===== config.mk =====
export PLATFORM = sky130hd
export DESIGN_NAME = positional_list_engine
export DESIGN_NICKNAME = d
export VERILOG_FILES = /design/src/hw/rtl/ple_pkg.sv /design/src/hw/rtl/ple_mem.sv /design/src/hw/rtl/positional_list_engine.sv
export SDC_FILE = /design/constraint.sdc
export NUM_CORES = 1
export LEC_CHECK = 0
export BUFFER_PORTS_ARGS = -buffer_cell sky130_fd_sc_hd__buf_2
export CAP_MARGIN = 20
export CORE_MARGIN = 2
export CORE_UTILIZATION = 60
export CTS_BUF_LIST = sky130_fd_sc_hd__clkbuf_8
export CTS_CLUSTER_SIZE = 16
export DETAILED_ROUTE_END_ITERATION = 16
export GPL_TIMING_DRIVEN = 0
export PLACE_DENSITY_LB_ADDON = 0.3
export SLEW_MARGIN = 30
export SYNTH_ARGS = -nofsm -noshare
export SYNTH_HDL_FRONTEND = slang
export SYNTH_HIERARCHICAL = 1
export SYNTH_SLANG_ARGS = --single-unit

===== constraint.sdc =====
create_clock -name clk -period 6.7 [get_ports clk]
set_input_delay 0.67 -clock clk [delete_from_list [all_inputs] [get_ports clk]]
set_output_delay 0.67 -clock clk [all_outputs]
set_load 0.1 [all_outputs]

===== src/hw/rtl/ple_pkg.sv =====
// ----------------------------------------------------------------------------
// ple_pkg
// Shared constants and types for the positional list engine: sizes, request
// codes, status codes and the memory access bundle.
// ----------------------------------------------------------------------------
package ple_pkg;

  localparam int CAPACITY = 32;
  localparam int ADDR_W   = $clog2(CAPACITY);
  localparam int COUNT_W  = $clog2(CAPACITY + 1);
  localparam int POS_W    = 6;
  localparam int CMP_W    = (POS_W > COUNT_W) ? POS_W : COUNT_W;
  localparam int OP_W     = 3;
  localparam int STATUS_W = 2;
  localparam int DATA_W   = 32;
  localparam int CNT_OUT_W = 6;

  localparam logic [OP_W-1:0] OP_APPEND     = 3'd0;
  localparam logic [OP_W-1:0] OP_INSERT_AT  = 3'd1;
  localparam logic [OP_W-1:0] OP_INSERT_HD  = 3'd2;
  localparam logic [OP_W-1:0] OP_DELETE_AT  = 3'd3;
  localparam logic [OP_W-1:0] OP_DELETE_HD  = 3'd4;
  localparam logic [OP_W-1:0] OP_READ_ALL   = 3'd5;

  localparam logic [STATUS_W-1:0] ST_OK      = 2'd0;
  localparam logic [STATUS_W-1:0] ST_INVALID = 2'd1;
  localparam logic [STATUS_W-1:0] ST_FULL    = 2'd2;

  typedef struct packed {
    logic              we;
    logic [ADDR_W-1:0] waddr;
    logic [DATA_W-1:0] wdata;
    logic              re;
    logic [ADDR_W-1:0] raddr;
  } mem_req_t;

endpackage


===== src/hw/rtl/ple_mem.sv =====
// ----------------------------------------------------------------------------
// ple_mem
// Entry store: one write port and one read port, read data registered and
// held until the next read.
// ----------------------------------------------------------------------------
module ple_mem
  import ple_pkg::*;
(
  input  logic              clk,
  input  mem_req_t          req,
  output logic [DATA_W-1:0] rdata
);

  logic [DATA_W-1:0] mem [CAPACITY];

  always_ff @(posedge clk) begin
    if (req.we) begin
      mem[req.waddr] <= req.wdata;
    end
    if (req.re) begin
      rdata <= mem[req.raddr];
    end
  end

endmodule


===== src/hw/rtl/positional_list_engine.sv =====
// ----------------------------------------------------------------------------
// positional_list_engine
// Ordered list of signed words addressed by position, kept in one
// synchronous memory and updated by shifting entries one per cycle.
// ----------------------------------------------------------------------------
// One request is taken at a time; the request channel stalls until its last
// result word has been loaded into the output register. Inserts move entries
// up one place and deletes move them down one place, each moved entry read
// and then written back. Readout streams one entry per cycle while the result
// side does not stall. The single read and single write port of the entry
// memory set this pace: each moved entry needs one read and one write.
// Invalid requests and full-store inserts answer with a status word and
// change nothing.
module positional_list_engine
  import ple_pkg::*;
(
  input  logic                 clk,
  input  logic                 rst,
  input  logic                 req_valid,
  output logic                 req_stall,
  input  logic [OP_W-1:0]      operation,
  input  logic [POS_W-1:0]     position,
  input  logic signed [DATA_W-1:0] value,
  output logic                 rsp_valid,
  input  logic                 rsp_stall,
  output logic [STATUS_W-1:0]  status,
  output logic                 has_value,
  output logic signed [DATA_W-1:0] entry_value,
  output logic [CNT_OUT_W-1:0] entry_count,
  output logic                 last
);

  localparam logic [2:0] S_IDLE = 3'd0;
  localparam logic [2:0] S_INS  = 3'd1;
  localparam logic [2:0] S_DEL  = 3'd2;
  localparam logic [2:0] S_READ = 3'd3;
  localparam logic [2:0] S_RESP = 3'd4;

  logic [2:0]          state, state_next;
  logic [COUNT_W-1:0]  total, total_next;
  logic [COUNT_W-1:0]  cur, cur_next;
  logic [ADDR_W-1:0]   ins_pos, ins_pos_next;
  logic [DATA_W-1:0]   ins_val, ins_val_next;
  logic                wr_pend, wr_pend_next;
  logic [ADDR_W-1:0]   wr_addr, wr_addr_next;
  logic                rd_valid, rd_valid_next;
  logic [STATUS_W-1:0] rsp_code, rsp_code_next;

  logic                out_valid;
  logic [STATUS_W-1:0] out_status;
  logic                out_has;
  logic [DATA_W-1:0]   out_value;
  logic [CNT_OUT_W-1:0] out_count;
  logic                out_last;

  logic                can_load;
  logic                load;
  logic [STATUS_W-1:0] ld_status;
  logic                ld_has;
  logic [DATA_W-1:0]   ld_value;
  logic                ld_last;

  logic                accept;
  logic [CMP_W-1:0]    pos_ext;
  logic [CMP_W-1:0]    total_ext;
  logic [COUNT_W-1:0]  ins_target;

  mem_req_t            mem_req;
  logic [DATA_W-1:0]   mem_rdata;

  ple_mem u_mem (
    .clk   (clk),
    .req   (mem_req),
    .rdata (mem_rdata)
  );

  assign req_stall = (state != S_IDLE);
  assign accept    = req_valid && !req_stall;
  assign can_load  = !out_valid || !rsp_stall;
  assign pos_ext   = CMP_W'(position);
  assign total_ext = CMP_W'(total);

  always_comb begin
    unique case (operation)
      OP_APPEND:    ins_target = total;
      OP_INSERT_AT: ins_target = COUNT_W'(position);
      default:      ins_target = '0;
    endcase
  end

  always_comb begin
    state_next    = state;
    total_next    = total;
    cur_next      = cur;
    ins_pos_next  = ins_pos;
    ins_val_next  = ins_val;
    wr_pend_next  = wr_pend;
    wr_addr_next  = wr_addr;
    rd_valid_next = rd_valid;
    rsp_code_next = rsp_code;
    mem_req       = '0;
    load          = 1'b0;
    ld_status     = ST_OK;
    ld_has        = 1'b0;
    ld_value      = '0;
    ld_last       = 1'b1;

    unique case (state)
      S_IDLE: begin
        if (accept) begin
          wr_pend_next  = 1'b0;
          rd_valid_next = 1'b0;
          case (operation) inside
            OP_APPEND, OP_INSERT_AT, OP_INSERT_HD: begin
              if (operation == OP_INSERT_AT && pos_ext > total_ext) begin
                rsp_code_next = ST_INVALID;
                state_next    = S_RESP;
              end else if (total >= COUNT_W'(CAPACITY)) begin
                rsp_code_next = ST_FULL;
                state_next    = S_RESP;
              end else begin
                cur_next     = total;
                ins_pos_next = ADDR_W'(ins_target);
                ins_val_next = value;
                state_next   = S_INS;
              end
            end
            OP_DELETE_AT: begin
              if (pos_ext >= total_ext) begin
                rsp_code_next = ST_INVALID;
                state_next    = S_RESP;
              end else begin
                cur_next   = COUNT_W'(position);
                state_next = S_DEL;
              end
            end
            OP_DELETE_HD: begin
              if (total == '0) begin
                rsp_code_next = ST_INVALID;
                state_next    = S_RESP;
              end else begin
                cur_next   = '0;
                state_next = S_DEL;
              end
            end
            OP_READ_ALL: begin
              if (total == '0) begin
                rsp_code_next = ST_OK;
                state_next    = S_RESP;
              end else begin
                cur_next   = '0;
                state_next = S_READ;
              end
            end
            default: begin
              rsp_code_next = ST_INVALID;
              state_next    = S_RESP;
            end
          endcase
        end
      end

      // move entries up, top first: read i-1 now, write it to i next cycle
      S_INS: begin
        mem_req.we    = wr_pend;
        mem_req.waddr = wr_addr;
        mem_req.wdata = mem_rdata;
        if (cur > COUNT_W'(ins_pos)) begin
          mem_req.re    = 1'b1;
          mem_req.raddr = ADDR_W'(cur - 1'b1);
          wr_addr_next  = ADDR_W'(cur);
          wr_pend_next  = 1'b1;
          cur_next      = cur - 1'b1;
        end else begin
          wr_pend_next = 1'b0;
          if (!wr_pend) begin
            mem_req.we    = 1'b1;
            mem_req.waddr = ins_pos;
            mem_req.wdata = ins_val;
            total_next    = total + 1'b1;
            rsp_code_next = ST_OK;
            state_next    = S_RESP;
          end
        end
      end

      // move entries down: read i+1 now, write it to i next cycle
      S_DEL: begin
        mem_req.we    = wr_pend;
        mem_req.waddr = wr_addr;
        mem_req.wdata = mem_rdata;
        if (cur + 1'b1 < total) begin
          mem_req.re    = 1'b1;
          mem_req.raddr = ADDR_W'(cur + 1'b1);
          wr_addr_next  = ADDR_W'(cur);
          wr_pend_next  = 1'b1;
          cur_next      = cur + 1'b1;
        end else begin
          wr_pend_next  = 1'b0;
          total_next    = total - 1'b1;
          rsp_code_next = ST_OK;
          state_next    = S_RESP;
        end
      end

      // rd_valid: mem_rdata holds entry cur-1
      S_READ: begin
        if (rd_valid && can_load) begin
          load      = 1'b1;
          ld_status = ST_OK;
          ld_has    = 1'b1;
          ld_value  = mem_rdata;
          ld_last   = (cur == total);
        end
        if ((!rd_valid || load) && cur < total) begin
          mem_req.re    = 1'b1;
          mem_req.raddr = ADDR_W'(cur);
          cur_next      = cur + 1'b1;
          rd_valid_next = 1'b1;
        end else if (load) begin
          rd_valid_next = 1'b0;
        end
        if (load && ld_last) begin
          state_next = S_IDLE;
        end
      end

      S_RESP: begin
        if (can_load) begin
          load       = 1'b1;
          ld_status  = rsp_code;
          state_next = S_IDLE;
        end
      end

      default: begin
        state_next = S_IDLE;
      end
    endcase
  end

  always_ff @(posedge clk) begin
    if (rst) begin
      state    <= S_IDLE;
      total    <= '0;
      wr_pend  <= 1'b0;
      rd_valid <= 1'b0;
    end else begin
      state    <= state_next;
      total    <= total_next;
      wr_pend  <= wr_pend_next;
      rd_valid <= rd_valid_next;
    end
  end

  always_ff @(posedge clk) begin
    cur      <= cur_next;
    ins_pos  <= ins_pos_next;
    ins_val  <= ins_val_next;
    wr_addr  <= wr_addr_next;
    rsp_code <= rsp_code_next;
  end

  // output register: parts the result side from the sequencer
  always_ff @(posedge clk) begin
    if (rst) begin
      out_valid <= 1'b0;
    end else if (load) begin
      out_valid <= 1'b1;
    end else if (!rsp_stall) begin
      out_valid <= 1'b0;
    end
  end

  always_ff @(posedge clk) begin
    if (load) begin
      out_status <= ld_status;
      out_has    <= ld_has;
      out_value  <= ld_value;
      out_count  <= CNT_OUT_W'(total_next);
      out_last   <= ld_last;
    end
  end

  assign rsp_valid   = out_valid;
  assign status      = out_status;
  assign has_value   = out_has;
  assign entry_value = out_value;
  assign entry_count = out_count;
  assign last        = out_last;

  a_count_bound : assert property (@(posedge clk) disable iff (rst)
    total <= COUNT_W'(CAPACITY))
    else $error("entry count above capacity");

  a_count_step : assert property (@(posedge clk) disable iff (rst)
    (!$past(rst) && total != $past(total)) |->
      (total == $past(total) + 1'b1 || total + 1'b1 == $past(total)))
    else $error("entry count moved by more than one");

  a_port_clash : assert property (@(posedge clk) disable iff (rst)
    (mem_req.we && mem_req.re) |-> (mem_req.waddr != mem_req.raddr))
    else $error("read and write of the same entry in one cycle");

  a_load_room : assert property (@(posedge clk) disable iff (rst)
    load |-> (!out_valid || !rsp_stall))
    else $error("result word loaded over a held word");

endmodule


Word-level counts from Yosys, hierarchy flattened
Memories as Yosys holds them, arrays and structs flattened. A register that Yosys moved wholly into a read port is not among the register bits.
Index checks and enable logic that the tools add are counted.
- output and inout port bits: 44
- bits of input ports: 45
- logic and storage cells: 161
- flip-flop bits (word level): 104
- bits in writable memories: 1024
- memories kept: 1
- memories (memory ; words ; width ; rd ports ; clocked after memory_dff ; wr ports ; line ; text):
    u_mem.mem ; 32 ; 32 ; 1 ; 1 ; 1 ; ple_mem.sv:14 ; logic [DATA_W-1:0] mem [CAPACITY];
- bitwise logic cells: 2
- magnitude comparators: 6
- mux-type cells: 75
- add/subtract/negate cells: 4
- reduce and logical (&&, ||, !) cells: 29
- equal/unequal tests: 29
- operators with widths (operator ; count):
    $mux W6 ; 18
    $pmux W38 S2 ; 1
    $mux W3 ; 15
    $mux W38 ; 1
    $mux W37 ; 1
    $mux W2 ; 13
    $pmux W6 S4 ; 1
    $pmux W5 S2 ; 2
    $ne A2 B2 Y1 const B ; 9
    $pmux W6 S3 ; 1
    $reduce_and A9 Y1 ; 2
    $ne A5 B4 Y1 const B ; 3
    $pmux W3 S5 ; 1
    $mux W1 ; 14
    $add A6 B1 Y6 const B ; 2
    $eq A3 B2 Y1 const B ; 4
    $lt A6 B6 Y1 ; 2
    $pmux W6 S2 ; 1
    $sub A6 B1 Y6 const B ; 2
    $mux W5 ; 2
    $eq A3 B3 Y1 const B ; 3
    $ne A3 B3 Y1 const B ; 3
    $ne A4 B3 Y1 const B ; 2
    $eq A3 B1 Y1 const B ; 2
    24 further kinds ; 40

Depth between registers and ports, before layout
Gate-level depths: netlist of run 1.
- depth in word-level cells: 9
- mapped depth: 18
- gate-level depth less buffers: 15

Modules after synthesis
Netlist of run 1, hierarchy kept.
- modules (own cells, without submodules) (module ; cells an instance ; area an instance (um2) ; instances ; sequential area each (um2)):
    ple_mem ; 2260 ; 40812.9 ; 1 ; 31710.4
    positional_list_engine ; 467 ; 5466.5 ; 1 ; 3002.9

Worst setup path before layout of run 1
Ideal clock, no wire load.
- kind: register to register
- start: reg cur[4]
- end: mem u_mem.mem[28][0] (enable)
- setup slack: 2.079 ns
- data arrival time: 4.199 ns
- required time: 6.279 ns
- stages on the path, launching flop included: 12
- cells stage by stage: edfxtp_1 -> ha_1 -> a211o_1 -> a31oi_1 -> a21oi_1 -> o21ai_1 -> nand2_1 -> clkbuf_1 -> a22o_1 -> or3b_2 -> clkbuf_1 -> nor2_1
- RTL lines (what ; line ; text):
    start, declared ; positional_list_engine.sv:41 ; logic [COUNT_W-1:0] cur, cur_next;
    start signal, assigned ; positional_list_engine.sv:257 ; cur <= cur_next;
    end, declared ; ple_mem.sv:14 ;

==> impl_summary.txt, run 1 <==
----------------------------------------------------
[Run status]
  Result of the run ... finished, final reports clean

[Synthesis]
  Net count after synthesis ... 2800
  Most area-consuming cells after synthesis ... sky130_fd_sc_hd__edfxtp_1 (74%), sky130_fd_sc_hd__mux2i_1 (11%), sky130_fd_sc_hd__a22o_1 (1.9%)
  Total of flip-flops plus latches after synthesis ... 1160
  Sequential area share after synthesis ... 0.7501
  Instance count of the mapped netlist ... 2727
  Area share of the leading cell type in the synthesized netlist ... 0.7449
  Share of flip-flops with an asynchronous set or reset ... 0
  Number of enable-type register cells in the synthesized netlist ... 1148
  Average footprint of a synthesized cell ... 16.97 um2
  Synthesis Warnings ... 6
  Cell area after synthesis ... 0.04628 mm2
  Synth area leader ... sky130_fd_sc_hd__edfxtp_1
  Top flip-flop cell by instance count after synthesis ... sky130_fd_sc_hd__edfxtp_1
  Number of distinct library cells after synthesis ... 63

[STA]
  Max Fclk ... 171.8 MHz
  Count of final setup violators ... 0
  Worst Tran Pin Value ... 1005 ps
  Setup Total Neg Slack ... 0 ps
  Worst-case headroom to the max-slew limit ... 0.3280
  Minimum clock period ... 5822 ps
  Hold Violations, Final ... 0
  Min setup slack post-route ... 878.3 ps
  Number of pins exceeding their max-slew limit in the final report ... 0
  Layout Skew ... 31.98 ps
  Final critical-path share of the clock period ... 0.8689
  Unrepaired setup endpoints after global routing ... false

[Drt]
  Drc violations ... 0
  Remaining antenna violation count after routing ... 0
  Post-Route WL ... 110.9 mm
  Routed wire per std cell ... 26.18 um
  Routed vias/inst ... 6.204
  First drt pass iteration count ... 8
  Number of vias in the routed layout ... 26270
  Iter 0 DRT Violations ... 3029

[Critical path]
  Crit path required time ... 7210 ps
  Worst Setup End Kind ... flop
  Largest fanout on the critical path ... 10
  CP Class ... reg -> reg
  CP Data Arrival Time ... 6330 ps
  Critical path launch point type ... flop

[Layout]
  Final cell area excluding filler cells ... 0.05285 mm2
  Relative area change from synthesis to final layout ... 14.19%
  Most common cell after layout, fill and taps aside ... sky130_fd_sc_hd__edfxtp_1
  Post-layout nets ... 3139
  Layout cell share with drive strength beyond 1 ... 0.1577
  Commonest non-fill, non-tap cells in the layout ... sky130_fd_sc_hd__edfxtp_1 (1148), sky130_fd_sc_hd__mux2i_1 (522), sky130_fd_sc_hd__clkbuf_8 (179)
  Post-layout utilization of the core ... 0.6935

[Pwr]
  PwrDens ... 419.5 mW/mm2
  Static leakage ... 18.10 nW
  Worst-case vdd ir drop ... 0.2376 mV
  Sum of internal, switching and leakage power ... 22.17 mW

[Floorplan]
  Total I/O pin count ... 89
  Horizontal die dimension ... 281.7 um
  Starting Density ... 0.6073
  FP Rows ... 101
  Vertical die dimension ... 281.7 um
  Placeable core region ... 0.07620 mm2
  Die ar. ... 0.07937 mm2

[Global route]
  Vias in the first global route ... 25930
  Tot GR Track Use ... 0.2809
  Global-route wire length before repair ... 161.6 mm
  Initial antenna violation count ... 4
  Largest net degree at the start of global routing ... 33
  Total congestion overflow after global routing ... 0

[Clock network]
  Skew-Pair Late Insertion Delay ... 840 ps
  Clock edge transition at the registers on the reported setup and hold paths ... 60 ps
  Clock Sink Count ... 1160
  Clock Tree Buf Depth ... 3
  Total clock buffers created by CTS ... 175
  Level count of the clock H-tree ... 4
  Clock root buffer ... sky130_fd_sc_hd__clkbuf_8
  Setup fix buffers added after clock tree synthesis ... 0
  CTS tree ... built

[Placed design]
  Worst setup timing slack at the placement stage ... 1037 ps
  Final Wtd Congestion ... 0.9039
  Count of port buffers added during placement ... 88
  Area of placed instances ... 0.04943 mm2
  HPWL after DPL ... 75.76 mm

[Min path]
  Type of the most critical hold path ... in -> reg

[Job]
  Total of max-cap violations ... 0

----------------------------------------------------
-- registers in the layout, indices dropped and copies added, names as in the netlist --
signal       cells
status           2
last             1
entry_count      6
entry_value     32
u_mem/rdata     32
ins_val         32
total            6
rd_valid         1
has_value        1
rsp_valid        1
wr_pend          1
wr_addr          5
u_mem/mem     1024
state            3
rsp_code         2
cur              6
ins_pos          5
-- worst paths after layout --
check                                startpoint               to  slack, ps  depth (start not counted)
worst min-delay path                   value[1]       ins_val[1]         60                          1
worst max register to register           cur[0]  u_mem/rdata[17]        880                         17
worst min register to register  u_mem/rdata[25]  entry_value[25]        560                          1
worst max-delay path                     cur[0]  u_mem/rdata[17]        880                         17
-- metal layers --
metal / GRT usage / vias to the layer above / part of all wire
li1: - / 11480 / -
met2: 0.4628 / 1352 / 0.49
met3: 0.04964 / 181 / 0.088
met1: 0.3847 / 13250 / 0.40
met4: 0.09056 / 2 / 0.026
met5: 0 / - / 0.00012
-- kinds of logic (layout without fill, tap and decap cells) --
logic type               Yosys count  count (layout)  share of synthesized area
other                              0               1                          0
AND/OR/NAND/NOR                  421             421                    0.04407
XOR/XNOR                          11              11                   0.002082
multiplexers                     523             523                     0.1131
buffers and inverters            174             650                    0.02060
AO/OA/AOI/OAI                    410             410                    0.06245
flip-flops                      1160            1160                     0.7501
adder cells (fa/ha/maj)           28              28                   0.007570
-- power breakdown --
part	internal (mW)	leakage [nW]	total (mW)	switching [mW]
Sequential	9.29	10.7	9.47	0.176
Combinational	2.33	5.63	7.58	5.25
Clock	2.49	1.79	5.12	2.63
-- synth_stat cells (all sizes together), types with 6 or more instances --
master	number
a21oi	118
a22o	101
a22oi	97
a31oi	38
and2	36
buf	93
clkbuf	59
dfxtp	12
edfxtp	1148
ha	28
inv	22
mux2i	522
nand2	117
nand2b	8
nand3	107
nand3b	7
nand4	7
nor2	64
nor2b	14
nor3	43
o21ai	15
or2	6
xnor2	9
-- area by class of cell --
cell class | count | area [um2]
inverter | 22 | 82.58
tap | 1030 | 1289
timing repair buffer | 162 | 1893
buffer | 152 | 873.3
fill | 4697 | 23350
multi-input combinational | 1393 | 10920
antenna | 1 | 2.502
clock inverter | 135 | 609.3
clock buffer | 179 | 2464
sequential | 1160 | 34710
-- per-stage QoR --
| step | hold WS [ps] | std cells |
|---|---|---|
| after floorplan | 482.2 | 2727 |
| after global placement | 548.1 | 3845 |
| after detailed placement | 547.3 | 3887 |
| after CTS | 7.441 | 4232 |
| after global routing | 12.07 | 4234 |
| final | 59.94 | 4234 |
-- repair_timing --
item | CTS | global route
hold buffers | 31 | 0
endpoints found under the hold margin | 31 | 0
resized for setup | 0 | 0
-- critical path, stage by stage (launching register included) --
cell	delay, ps
sky130_fd_sc_hd__edfxtp_1	480
sky130_fd_sc_hd__clkbuf_1	390
sky130_fd_sc_hd__nand2_1	150
sky130_fd_sc_hd__or2_2	330
sky130_fd_sc_hd__xnor2_1	240
sky130_fd_sc_hd__ha_1	310
sky130_fd_sc_hd__a21oi_1	150
sky130_fd_sc_hd__o21ai_0	250
sky130_fd_sc_hd__nor3_4	490
sky130_fd_sc_hd__a22oi_1	130
sky130_fd_sc_hd__nor2_1	120
sky130_fd_sc_hd__a21o_1	230
sky130_fd_sc_hd__and2_1	190
sky130_fd_sc_hd__clkbuf_1	740
sky130_fd_sc_hd__clkbuf_1	590
sky130_fd_sc_hd__a22oi_1	180
sky130_fd_sc_hd__nand3_1	250
sky130_fd_sc_hd__nand3_1	250
Power figures use the tool's default switching activity.
==> run 2: changes to the inputs <==
Settings changed: CTS_BUF_LIST sky130_fd_sc_hd__clkbuf_8 to not set.
==> run 2 against run 1 <==
Effect of this change:
- first-iteration DRC count is 0.66% higher
- global-route usage about the same
- sequential share of layout area fell by 0.13 points
- cell count down 3.4%
- clock-buffer cell count is 52 lower
- die area did not move
- worst hold slack improved by 110 ps
- routed wire length rose by 0.44%
- design area is 0.19% higher
- setup slack gained 27 ps
- critical path depth is the same
==> impl_summary.txt, run 2 (same netlist as run 1, synthesis figures left out) <==
----------------------------------------------------
[Critical path]
  Critical path launch point type ... flop
  Worst Setup End Kind ... flop
  Worst reg2reg startpoint ... cur[0]
  Cells traversed along the worst timing path ... clkbuf_1 -> nand2_1 -> or2_2 -> xnor2_1 -> ha_1 -> a21oi_1 -> o21ai_0 -> nor3_4 -> a22oi_1 -> nor2_1 -> a21o_1 -> and2_1 -> clkbuf_1 -> clkbuf_1 -> a22oi_1 -> nand3_1 -> nand3_1
  Largest delay contributor family on the critical path ... simple AND/OR/NAND/NOR gates
  Count of buffering cells on the critical path with inverters included ... 3
  Crit path largest cell delay ... 720 ps
  Largest fanout on the critical path ... 10
  Origin of the worst setup path ... cur[0]
  Crit path required time ... 7040 ps
  Most used cell, CP ... sky130_fd_sc_hd__clkbuf_1
  CP Data Arrival Time ... 6130 ps
  Slowest CP cell ... sky130_fd_sc_hd__clkbuf_1
  CP Class ... reg -> reg

[Layout]
  Relative area change from synthesis to final layout ... 14.41%
  Number of flip-flops in the largest register ... 1024
  Diodes inserted ... 0
  Most flop-heavy register ... u_mem/mem
  Number of fill cells in the layout ... 4671
  Layout cell share with drive strength beyond 1 ... 0.1504
  Multi-input gate area ... 0.01092 mm2
  Most common cell after layout, fill and taps aside ... sky130_fd_sc_hd__edfxtp_1
  Total area of sequential cells ... 0.03471 mm2
  Post-layout nets ... 3043
  Commonest non-fill, non-tap cells in the layout ... sky130_fd_sc_hd__edfxtp_1 (1148), sky130_fd_sc_hd__mux2i_1 (522), sky130_fd_sc_hd__buf_2 (124)

[Drt]
  First drt pass iteration count ... 6
  Post-Route WL ... 111.3 mm
  Highest signal layer in the routed design ... met5
  Remaining antenna violation count after routing ... 0
  Metal3 WL ... 9.157 mm
  Routed wire per std cell ... 27.23 um
  Drc violations ... 0
  Total routed wire length on the met1 layer ... 43.78 mm
  Number of vias in the routed layout ... 25890
  Routed met2 length ... 55.08 mm
  Routed vias/inst ... 6.331
  Iter 0 DRT Violations ... 3049

[Pwr]
  Register share of total power ... 0.410
  Switching Share ... 0.3501
  Comb power frac ... 0.330
  Power share of the clock group ... 0.260
  Worst-case vdd ir drop ... 0.2686 mV
  Switching power ... 8.073 mW
  Internal Power ... 14.99 mW
  Sum of internal, switching and leakage power ... 23.06 mW
  Static leakage ... 17.89 nW
  PwrDens ... 435.5 mW/mm2

[Job]
  Total of max-cap violations ... 0

[Placed design]
  HPWL after DPL ... 75.76 mm
  Worst setup timing slack at the placement stage ... 1037 ps
  Final Wtd Congestion ... 0.9039
  Count of port buffers added during placement ... 88

[STA]
  Count of final setup violators ... 0
  Min setup slack post-route ... 905.1 ps
  Worst Tran Pin Value ... 1025 ps
  Final critical-path share of the clock period ... 0.8649
  Layout Skew ... 18.63 ps
  Worst-case headroom to the max-slew limit ... 0.3145
  Max Fclk ... 172.6 MHz
  Number of pins exceeding their max-slew limit in the final report ... 0
  Unrepaired setup endpoints after global routing ... false
  Setup Total Neg Slack ... 0 ps
  Minimum clock period ... 5795 ps
  Hold Violations, Final ... 0
  WHS ... 168.7 ps

[Global route]
  Initial antenna violation count ... 5
  Global-route wire length before repair ... 162.0 mm
  Total congestion overflow after global routing ... 0
  Largest net degree at the start of global routing ... 33
  Vias in the first global route ... 25550
  Tot GR Track Use ... 0.2806

[Clock network]
  Clock root buffer ... sky130_fd_sc_hd__clkbuf_16
  Setup fix buffers added after clock tree synthesis ... 0
  Clock Sink Count ... 1160
  Clock Tree Buf Depth ... 3
  CTS tree ... built
  Total clock buffers created by CTS ... 110
  Clock edge transition at the registers on the reported setup and hold paths ... 70 ps
  Level count of the clock H-tree ... 3
  CTS-repair resized insts ... 0
  Skew-Pair Late Insertion Delay ... 690 ps
  Number of buffers inserted by hold repair at cts ... 0

[Floorplan]
  Horizontal die dimension ... 281.7 um
  FP Rows ... 101
  Die ar. ... 0.07937 mm2
  Total I/O pin count ... 89
  Starting Density ... 0.6073
  Vertical die dimension ... 281.7 um
  Placeable core region ... 0.07620 mm2

[Min path]
  Beginning of the worst hold path ... value[5]
  Type of the most critical hold path ... in -> reg

[Run status]
  Result of the run ... finished, final reports clean

----------------------------------------------------
-- run 2: layout make-up --
| class | instances | area share |
|---|---|---|
| clock buffer | 127 | 0.05359 |
| clock inverter | 74 | 0.01219 |
| buffer | 152 | 0.01649 |
| tap | 1030 | 0.02434 |
| timing repair buffer | 131 | 0.02996 |
| inverter | 22 | 0.001560 |
| sequential | 1160 | 0.6556 |
| multi-input combinational | 1393 | 0.2063 |
-- run 2: power groups by stage --
| stage | sequential [mW] | clock, mW | combinational, mW |
|---|---|---|---|
| floorplan | 9.99 | 0 | 4.41 |
| global placement | 9.65 | 0 | 7.03 |
| detailed placement | 9.63 | 0 | 7.42 |
| CTS | 9.48 | 6.05 | 7.48 |
| global route | 9.49 | 6.33 | 7.98 |
| finish | 9.46 | 6.00 | 7.60 |
-- run 2: per-layer routing --
layer  GRT usage  vias up
met2      0.4705     1285
met5           0        -
met3     0.03762      196
met1      0.3841    13150
li1            -    11250
met4     0.09288        4
-- run 2: per-stage QoR --
stage,util,std cells,area (um2)
after CTS,0.6944,4088,52910
after floorplan,-,2727,46280
after global placement,0.6300,3845,48010
final,0.6949,4089,52950
after global routing,0.6949,4089,52950
after detailed placement,0.6487,3887,49430
-- run 2: final timing paths --
check	depth (start not counted)	end	slack (ps)
worst max-delay path	17	u_mem/rdata[17]	910
worst min-delay path	1	ins_val[5]	170
worst max register to register	17	u_mem/rdata[17]	910
worst min register to register	1	entry_value[25]	560
